## config.mk

```make
export PLATFORM = sky130hd
export DESIGN_NAME = int8_affine_requantizer_core
export DESIGN_NICKNAME = d
export VERILOG_FILES = /design/src/hw/rtl/rqz_pkg.sv /design/src/hw/rtl/rqz_front.sv /design/src/hw/rtl/rqz_div_step.sv /design/src/hw/rtl/rqz_back.sv /design/src/hw/rtl/int8_affine_requantizer_core.sv
export SDC_FILE = /design/constraint.sdc
export NUM_CORES = 2
export LEC_CHECK = 0
export ABC_AREA = 1
export BUFFER_PORTS_ARGS = -buffer_cell sky130_fd_sc_hd__clkbuf_2
export CAP_MARGIN = 20
export CORE_ASPECT_RATIO = 0.5
export CORE_MARGIN = 2
export CORE_UTILIZATION = 40
export CTS_BUF_LIST = sky130_fd_sc_hd__clkbuf_4 sky130_fd_sc_hd__clkbuf_8
export CTS_CLUSTER_SIZE = 14
export DETAILED_ROUTE_END_ITERATION = 10
export PLACE_DENSITY = 0.56
export SETUP_SLACK_MARGIN = 0.5
export SLEW_MARGIN = 10
export SYNTH_ARGS = -nofsm -noshare
export SYNTH_HDL_FRONTEND = slang
export SYNTH_SLANG_ARGS = --single-unit
```

## constraint.sdc

```tcl
create_clock -name clock -period 30.8 [get_ports clock]
set_clock_uncertainty 0.2 [all_clocks]
set_input_delay 3.08 -clock clock [delete_from_list [all_inputs] [get_ports clock]]
set_output_delay 3.08 -clock clock [all_outputs]
set_load 0.01 [all_outputs]
```

## src/hw/rtl/rqz_pkg.sv

```systemverilog
`default_nettype none
// ----------------------------------------------------------------------------
// rqz_pkg
// Shared types and constants for the int8 affine requantizer pipeline.
// ----------------------------------------------------------------------------
package rqz_pkg;

   localparam int DIV_STEPS   = 10;             // overflow bit plus 9 quotient bits
   localparam int LATENCY     = DIV_STEPS + 3;  // front, divider, two back stages
   localparam int CSR_INDEX_W = 3;
   localparam int CSR_DATA_W  = 32;
   localparam int SCALE_W     = 32;
   localparam int SHIFT_W     = 5;
   localparam int SAMPLE_W    = 8;
   localparam int DIVR_W      = SCALE_W + 3;    // scale * 8
   localparam int PART_W      = DIVR_W + 1;
   localparam int LOW_W       = 9;
   localparam int QUO_W       = DIV_STEPS;
   localparam int PROD_W      = SCALE_W + SAMPLE_W;
   localparam int MAG_W       = 9;

   localparam logic DIR_Q4_TO_INT8 = 1'b0;
   localparam logic DIR_INT8_TO_Q4 = 1'b1;

   typedef enum logic [CSR_INDEX_W-1:0] {
      CSR_IN_SCALE_NUM,
      CSR_IN_SCALE_SHIFT,
      CSR_IN_ZERO_POINT,
      CSR_OUT_SCALE_NUM,
      CSR_OUT_SCALE_SHIFT,
      CSR_OUT_ZERO_POINT
   } csr_index_type;

   typedef struct packed {
      logic [SCALE_W-1:0]         in_scale_num;
      logic [SHIFT_W-1:0]         in_scale_shift;
      logic signed [SAMPLE_W-1:0] in_zero_point;
      logic [SCALE_W-1:0]         out_scale_num;
      logic [SHIFT_W-1:0]         out_scale_shift;
      logic signed [SAMPLE_W-1:0] out_zero_point;
   } cfg_type;

   typedef struct packed {
      logic              valid;
      logic              dir;
      logic              neg;
      logic              bad;
      logic [PART_W-1:0] part;
      logic [LOW_W-1:0]  low;
      logic [QUO_W-1:0]  quo;
      logic [PROD_W-1:0] prod;
   } stage_type;

endpackage
`default_nettype wire

```

## src/hw/rtl/rqz_front.sv

```systemverilog
`default_nettype none
// ----------------------------------------------------------------------------
// rqz_front
// Entry stage: sign/magnitude split, dividend alignment and scale product.
// ----------------------------------------------------------------------------
module rqz_front (
   input  wire logic                             clock,
   input  wire logic                             reset,
   input  wire logic                             accept,
   input  wire logic                             req_type,
   input  wire logic signed [rqz_pkg::SAMPLE_W-1:0] req_sample_in,
   input  wire rqz_pkg::cfg_type                 cfg,
   output rqz_pkg::stage_type                    stage_out
);

   rqz_pkg::stage_type stage_ff;
   rqz_pkg::stage_type stage_in;

   logic [7:0]  mag0;
   logic [7:0]  mag1;
   logic [7:0]  mag;
   logic signed [8:0] centered;
   logic signed [8:0] centered_neg;
   logic [38:0] aligned;

   always_comb begin
      mag0         = req_sample_in[7] ? 8'(~req_sample_in + 8'sd1) : 8'(req_sample_in);
      centered     = {req_sample_in[7], req_sample_in} - {cfg.out_zero_point[7], cfg.out_zero_point};
      centered_neg = -centered;
      mag1         = centered[8] ? centered_neg[7:0] : centered[7:0];
      mag          = (req_type == rqz_pkg::DIR_INT8_TO_Q4) ? mag1 : mag0;
      aligned      = 39'(mag0) << cfg.in_scale_shift;

      stage_in.valid = accept;
      stage_in.dir   = req_type;
      stage_in.quo   = '0;
      stage_in.part  = rqz_pkg::PART_W'(aligned[38:9]);
      stage_in.low   = aligned[8:0];
      stage_in.prod  = rqz_pkg::PROD_W'(mag) * rqz_pkg::PROD_W'(cfg.out_scale_num);
      if (req_type == rqz_pkg::DIR_INT8_TO_Q4) begin
         stage_in.neg = centered[8];
         stage_in.bad = (cfg.out_scale_num == '0);
      end else begin
         stage_in.neg = req_sample_in[7];
         stage_in.bad = (cfg.in_scale_num == '0);
      end
   end

   always_ff @(posedge clock) begin
      if (reset) begin
         stage_ff.valid <= 1'b0;
      end else begin
         stage_ff <= stage_in;
      end
   end

   assign stage_out = stage_ff;

endmodule
`default_nettype wire

```

## src/hw/rtl/rqz_div_step.sv

```systemverilog
`default_nettype none
// ----------------------------------------------------------------------------
// rqz_div_step
// One restoring division step: compare/subtract, shift in next dividend bit.
// ----------------------------------------------------------------------------
module rqz_div_step (
   input  wire logic                          clock,
   input  wire logic                          reset,
   input  wire rqz_pkg::stage_type            stage_in,
   input  wire logic [rqz_pkg::DIVR_W-1:0]    divisor,
   output rqz_pkg::stage_type                 stage_out
);

   rqz_pkg::stage_type stage_ff;
   rqz_pkg::stage_type stage_nx_in;

   logic [rqz_pkg::PART_W:0]    diff;
   logic                        ge;
   logic [rqz_pkg::DIVR_W-1:0]  rem;

   always_comb begin
      diff = {1'b0, stage_in.part} - {2'b00, divisor};
      ge   = ~diff[rqz_pkg::PART_W];
      rem  = ge ? diff[rqz_pkg::DIVR_W-1:0] : stage_in.part[rqz_pkg::DIVR_W-1:0];

      stage_nx_in      = stage_in;
      stage_nx_in.part = {rem, stage_in.low[rqz_pkg::LOW_W-1]};
      stage_nx_in.low  = {stage_in.low[rqz_pkg::LOW_W-2:0], 1'b0};
      stage_nx_in.quo  = {stage_in.quo[rqz_pkg::QUO_W-2:0], ge};
   end

   always_ff @(posedge clock) begin
      if (reset) begin
         stage_ff.valid <= 1'b0;
      end else begin
         stage_ff <= stage_nx_in;
      end
   end

   assign stage_out = stage_ff;

endmodule
`default_nettype wire

```

## src/hw/rtl/rqz_back.sv

```systemverilog
`default_nettype none
// ----------------------------------------------------------------------------
// rqz_back
// Rounding, zero point, saturation and result register.
// ----------------------------------------------------------------------------
module rqz_back (
   input  wire logic                              clock,
   input  wire logic                              reset,
   input  wire rqz_pkg::stage_type                stage_in,
   input  wire rqz_pkg::cfg_type                  cfg,
   output logic                                   rsp_valid,
   output logic signed [rqz_pkg::SAMPLE_W-1:0]    rsp_sample_out,
   output logic                                   rsp_bad_scale
);

   typedef struct packed {
      logic                      valid;
      logic                      dir;
      logic                      neg;
      logic                      bad;
      logic                      big;
      logic [rqz_pkg::MAG_W-1:0] mag;
   } round_type;

   round_type round_ff;
   round_type round_in;

   logic [9:0]  q2_inc;
   logic [44:0] half;
   logic [44:0] sum;
   logic [44:0] scaled;

   logic                       rsp_valid_ff;
   logic                       rsp_valid_in;
   logic signed [7:0]          rsp_sample_ff;
   logic signed [7:0]          rsp_sample_in;
   logic                       rsp_bad_ff;
   logic                       rsp_bad_in;
   logic signed [10:0]         mag_ext;
   logic signed [10:0]         signed_mag;
   logic signed [10:0]         zp_ext;
   logic signed [10:0]         total;

   always_comb begin
      q2_inc = {1'b0, stage_in.quo[8:0]} + 10'd1;
      half   = (cfg.out_scale_shift == '0) ? 45'd0
             : (45'd1 << (cfg.out_scale_shift - 5'd1));
      sum    = {1'b0, stage_in.prod, 4'b0000} + half;
      scaled = sum >> cfg.out_scale_shift;

      round_in.valid = stage_in.valid;
      round_in.dir   = stage_in.dir;
      round_in.neg   = stage_in.neg;
      round_in.bad   = stage_in.bad;
      if (stage_in.dir == rqz_pkg::DIR_INT8_TO_Q4) begin
         round_in.big = |scaled[44:7];
         round_in.mag = {2'b00, scaled[6:0]};
      end else begin
         round_in.big = stage_in.quo[rqz_pkg::QUO_W-1];
         round_in.mag = q2_inc[9:1];
      end
   end

   always_ff @(posedge clock) begin
      if (reset) begin
         round_ff.valid <= 1'b0;
      end else begin
         round_ff <= round_in;
      end
   end

   always_comb begin
      mag_ext    = {2'b00, round_ff.mag};
      signed_mag = round_ff.neg ? -mag_ext : mag_ext;
      zp_ext     = (round_ff.dir == rqz_pkg::DIR_Q4_TO_INT8)
                 ? {{3{cfg.in_zero_point[7]}}, cfg.in_zero_point} : 11'sd0;
      total      = signed_mag + zp_ext;

      rsp_valid_in = round_ff.valid;
      rsp_bad_in   = round_ff.bad;
      priority if (round_ff.bad) begin
         rsp_sample_in = 8'sd0;
      end else if (round_ff.big) begin
         rsp_sample_in = round_ff.neg ? -8'sd128 : 8'sd127;
      end else if (total > 11'sd127) begin
         rsp_sample_in = 8'sd127;
      end else if (total < -11'sd128) begin
         rsp_sample_in = -8'sd128;
      end else begin
         rsp_sample_in = total[7:0];
      end
   end

   always_ff @(posedge clock) begin
      if (reset) begin
         rsp_valid_ff <= 1'b0;
      end else begin
         rsp_valid_ff <= rsp_valid_in;
      end
   end

   always_ff @(posedge clock) begin
      rsp_sample_ff <= rsp_sample_in;
      rsp_bad_ff    <= rsp_bad_in;
   end

   assign rsp_valid      = rsp_valid_ff;
   assign rsp_sample_out = rsp_sample_ff;
   assign rsp_bad_scale  = rsp_bad_ff;

endmodule
`default_nettype wire

```

## src/hw/rtl/int8_affine_requantizer_core.sv

```systemverilog
`default_nettype none
// ----------------------------------------------------------------------------
// int8_affine_requantizer_core
// Q4 <-> int8 affine requantizer with per-direction scale, shift, zero point.
// ----------------------------------------------------------------------------
// A start transfer reaches the rsp_valid strobe through the entry stage,
// 10 restoring divider stages, the round stage and the output register.
// Throughput: one transfer per cycle; busy is low except during reset.
// Reset: synchronous; clears the pipeline valid bits and loads the register
// defaults (scales 1, shifts 0, zero points 0). csr_ready is always high.
module int8_affine_requantizer_core (
   input  wire logic                                  clock,
   input  wire logic                                  reset,
   input  wire logic                                  start,
   output logic                                       busy,
   input  wire logic                                  req_type,
   input  wire logic signed [rqz_pkg::SAMPLE_W-1:0]   req_sample_in,
   output logic                                       rsp_valid,
   output logic signed [rqz_pkg::SAMPLE_W-1:0]        rsp_sample_out,
   output logic                                       rsp_bad_scale,
   input  wire logic                                  csr_valid,
   output logic                                       csr_ready,
   input  wire logic [rqz_pkg::CSR_INDEX_W-1:0]       csr_index,
   input  wire logic [rqz_pkg::CSR_DATA_W-1:0]        csr_wdata
);

   rqz_pkg::cfg_type   cfg_ff;
   rqz_pkg::stage_type div_stage [0:rqz_pkg::DIV_STEPS];
   logic [rqz_pkg::DIVR_W-1:0] divisor;
   logic accept;

   assign busy      = reset;
   assign csr_ready = 1'b1;
   assign accept    = start & ~busy;
   assign divisor   = {cfg_ff.in_scale_num, 3'b000};

   always_ff @(posedge clock) begin
      if (reset) begin
         cfg_ff.in_scale_num    <= rqz_pkg::SCALE_W'(1);
         cfg_ff.in_scale_shift  <= '0;
         cfg_ff.in_zero_point   <= '0;
         cfg_ff.out_scale_num   <= rqz_pkg::SCALE_W'(1);
         cfg_ff.out_scale_shift <= '0;
         cfg_ff.out_zero_point  <= '0;
      end else if (csr_valid && csr_ready) begin
         unique case (rqz_pkg::csr_index_type'(csr_index))
            rqz_pkg::CSR_IN_SCALE_NUM: begin
               cfg_ff.in_scale_num <= csr_wdata[rqz_pkg::SCALE_W-1:0];
            end
            rqz_pkg::CSR_IN_SCALE_SHIFT: begin
               cfg_ff.in_scale_shift <= csr_wdata[rqz_pkg::SHIFT_W-1:0];
            end
            rqz_pkg::CSR_IN_ZERO_POINT: begin
               cfg_ff.in_zero_point <= csr_wdata[rqz_pkg::SAMPLE_W-1:0];
            end
            rqz_pkg::CSR_OUT_SCALE_NUM: begin
               cfg_ff.out_scale_num <= csr_wdata[rqz_pkg::SCALE_W-1:0];
            end
            rqz_pkg::CSR_OUT_SCALE_SHIFT: begin
               cfg_ff.out_scale_shift <= csr_wdata[rqz_pkg::SHIFT_W-1:0];
            end
            rqz_pkg::CSR_OUT_ZERO_POINT: begin
               cfg_ff.out_zero_point <= csr_wdata[rqz_pkg::SAMPLE_W-1:0];
            end
            default: begin
            end
         endcase
      end
   end

   rqz_front u_front (
      .clock         (clock),
      .reset         (reset),
      .accept        (accept),
      .req_type      (req_type),
      .req_sample_in (req_sample_in),
      .cfg           (cfg_ff),
      .stage_out     (div_stage[0])
   );

   for (genvar k = 0; k < rqz_pkg::DIV_STEPS; k++) begin : g_div
      rqz_div_step u_step (
         .clock     (clock),
         .reset     (reset),
         .stage_in  (div_stage[k]),
         .divisor   (divisor),
         .stage_out (div_stage[k+1])
      );
   end

   rqz_back u_back (
      .clock          (clock),
      .reset          (reset),
      .stage_in       (div_stage[rqz_pkg::DIV_STEPS]),
      .cfg            (cfg_ff),
      .rsp_valid      (rsp_valid),
      .rsp_sample_out (rsp_sample_out),
      .rsp_bad_scale  (rsp_bad_scale)
   );

endmodule
`default_nettype wire

```

==> impl_metrics.yaml <==
run_status:
  status: "finished clean"
sta:
  relSlewSlack_pct: 23.3
  period_share_pct: 33.7
  hold_viol_final: 0
  finalSetupTns_ns: 0
  tightest_slew_ns: 1.15
  max_freq_ghz: 0.0962
  fin_crit_ns: 10.39
  setup_viol: 0
  rsz0062_at_grt: "no"
  slew_violations: 0
critical_path:
  path_delay_family: "compound AO/OA/AOI/OAI gates"
  path_depth: 37
  crit_start: "req_sample_in[0]"
  critical_path.slowest_cell: "clkinv_1"
  ff2ff_path_depth: 35
  required_ns: 31.20
  r2r_start: "cfg_ff[0]"
  slowest_delay_ns: 0.87
  reg2reg_slack_ns: 22.47
  arrival_ns: 10.79
  setup.worst_path.start_class: "input pin"
  cp-endpoint: "u_front.stage_out[39]"
  path_buf_inv: 7
  critPathCaptureType: "flip-flop"
  worstSetupPathType: "input pin to flip-flop"
  rr_endpoint: "u_front.stage_out[39]"
  cp_common_cell: "nand2_1"
  cp_max_fo: 27
yosys:
  yosys.area_share.simple_pct: 16.2
  synthFlopType: "edfxtp_1"
  synth_area_um2: 62600
  synthAdderAreaFrac_pct: 14.6
  ys_seq_area_share_pct: 47.2
  synth_xor_area_share_pct: 4.39
  synthArstFlopShare_pct: 0
  yosys_warnings: 0
  synth_top_family_by_area: "simple AND/OR/NAND/NOR gates"
  synth-edff-count: 910
  yosysUniqueCellTypes: 63
  syn_inst: 6664
  avgSynthCellArea_um2: 9.39
  synth.mux.area_fraction_pct: 0.0800
  synth_seq_cells: 1022
  synth_compound_area_share_pct: 11.3
floorplanning:
  die_x_um: 563
  num_io_pins: 60
  rows: 102
  start_util_pct: 40.4
  die-area_um2: 160000
  core_um2: 155000
  die_y_um: 284
cts:
  root_buffer: "clkbuf_8"
  insertion_delay_ns: 0.89
  cts_tree: "done"
  cts_resized: 0
  numCtsBuffers: 162
  clock_path_buffers: 4
  htree_levels: 4
  numClockSinks: 1022
  holdBufCountCts: 0
  clkTransAtPathRegs_ns: 0.07
  post_cts_buffers: 0
global_route:
  grt_max_degree: 120
  grt_pass1_wl_um: 244000
  grt_pass1_vias: 43300
  overflow: 0
  globalRouteTotalUtil_pct: 19.5
  antenna_found_initial: 12
finish:
  fin_area_um2: 68200
  drive_gt1_share_pct: 5.91
  seq_area_um2: 29600
  multi_input_area_um2: 29200
  area_delta_synth_final_pct: 8.99
  fin_nets: 7440
  fillers: 15000
pwr:
  clkPwrFrac_pct: 23.0
  vdd_drop_max_mv: 0.0380
  power_density_nw_per_um2: 74.4
  internal_power_mw: 3.26
  p_switching_mw: 1.81
  p_comb_share_pct: 37.6
  sequentialPowerShare_pct: 39.4
  power_leakage_nw: 28.1
  swShare_pct: 35.7
place:
  gp_congestion: 0.903
  place_hpwl_um: 121000
  portBuffers: 58
  dpl_cell_area_um2: 65000
job:
  cap_violations: 0
worst_hold_path:
  hold_depth: 0
  hold_start: "g_div[2].u_step.stage_out[35]"
  hp-class: "flip-flop to flip-flop"
routing:
  vias: 45500
  route.antenna.remaining_nets: 0
  dr.pass1.iters: 6
  drtIter0Drc: 3753
  wire_per_inst_um: 17.5
  via_per_inst: 5.07
  drc: 0
  wl_um: 157000
-- power by group through the flow --
stage	sequential, mW	combinational (mW)	clock, mW
6_report	2.00	1.91	1.17
5_1_grt	2.03	2.17	1.26
4_1_cts	2.00	1.90	1.21
3_5_place_dp	2.03	1.89	0
3_3_place_gp	2.03	1.87	0
2_1_floorplan	2.01	1.53	0
-- cells by family (layout without fill, tap and decap cells) --
| group | after synthesis | in the layout |
|---|---|---|
| AND/OR/NAND/NOR | 2485 | 2485 |
| AO/OA/AOI/OAI | 1273 | 1273 |
| flip-flops | 1022 | 1022 |
| buffers and inverters | 947 | 1172 |
| adder cells (fa/ha/maj) | 616 | 616 |
| XOR/XNOR | 314 | 314 |
| multiplexers | 5 | 5 |
| other | 2 | 8 |
-- cell usage after synthesis (all sizes together), types with 4 or more instances --
master,number,area [um2]
nand2,1211,4560
edfxtp,910,27300
nor2,781,2930
inv,777,2920
a21oi,673,3420
ha,424,5310
o21ai,362,1840
nand3,322,1620
fa,192,3840
xnor2,177,1550
xor2,137,1200
dfxtp,112,2240
buf,84,616
clkbuf,73,274
nand4,53,332
a31oi,44,275
a21o,43,323
nor3,39,206
a21boi,31,251
nor4,29,181
nand3b,21,158
o21bai,21,158
o211ai,18,135
o21a,18,135
a221oi,13,114
clkinv,13,48.8
or2,12,75.1
a211oi,11,82.6
o31ai,9,67.6
and3,7,43.8
o221ai,6,52.6
or3,6,37.5
mux2i,5,50.1
o22ai,4,25.0
-- per-layer routing --
metal	track usage [%]	up-vias	part of all wire, %
li1	-	22900	-
met1	30.8	21200	51
met2	27.3	1160	40
met3	3.03	225	6.7
met4	4.96	0	2.3
met5	0	-	0
-- cell usage in the layout, fill, tap and decap left out, types with 58 or more instances in the layout --
master,count
inv_1,775
fa_1,192
ha_1,424
dfxtp_1,112
clkbuf_2,58
o21ai_1,63
xnor2_1,177
a21oi_1,660
xor2_1,137
o21ai_0,291
edfxtp_1,910
nand3_1,321
clkbuf_8,171
clkbuf_4,58
nor2_1,780
nand2_1,1201
-- registers in the layout, summed over array words and instances (netlist names) --
signal / count
g_div.u_step.stage_out: 828
cfg_ff: 90
u_front.stage_out: 80
u_back.mag_ext: 9
u_back.rsp_sample_out: 8
u_back.round_ff: 3
u_back.rsp_bad_in: 1
u_back.rsp_bad_scale: 1
u_back.rsp_valid: 1
u_back.rsp_valid_in: 1
-- per-stage QoR --
step	total power, mW	cells	hold slack, ns	worst slack [ns]	utilization [%]
2_1_floorplan	3.54	6666	0.146	14.43	-
3_3_place_gp	3.90	8689	0.188	19.75	41.9
3_5_place_dp	3.92	8689	0.192	19.66	41.9
4_1_cts	5.11	8968	0.147	20.58	43.9
5_1_grt	5.46	8972	0.164	19.88	44.0
6_report	5.07	8975	0.165	20.41	44.0
-- layout make-up --
type / count / share of cell area (%)
repair buffers: 103 / 1.01
clock buffers: 229 / 4.09
inverters: 790 / 4.36
diodes: 4 / 0.0147
well taps: 2080 / 3.81
clock inverters: 50 / 0.565
multi-input cells: 4697 / 42.8
flip-flops and latches: 1022 / 43.3
-- worst min-delay path by stage --
stage,endpoint,slack [ns]
floorplan,u_back.rsp_bad_scale,0.15
global placement,g_div[4].u_step.stage_out[98],0.19
detailed placement,g_div[4].u_step.stage_out[98],0.19
CTS,g_div[3].u_step.stage_out[35],0.15
global route,g_div[3].u_step.stage_out[39],0.16
finish,g_div[3].u_step.stage_out[35],0.17
Note: power is estimated with default switching activity, not from simulation.
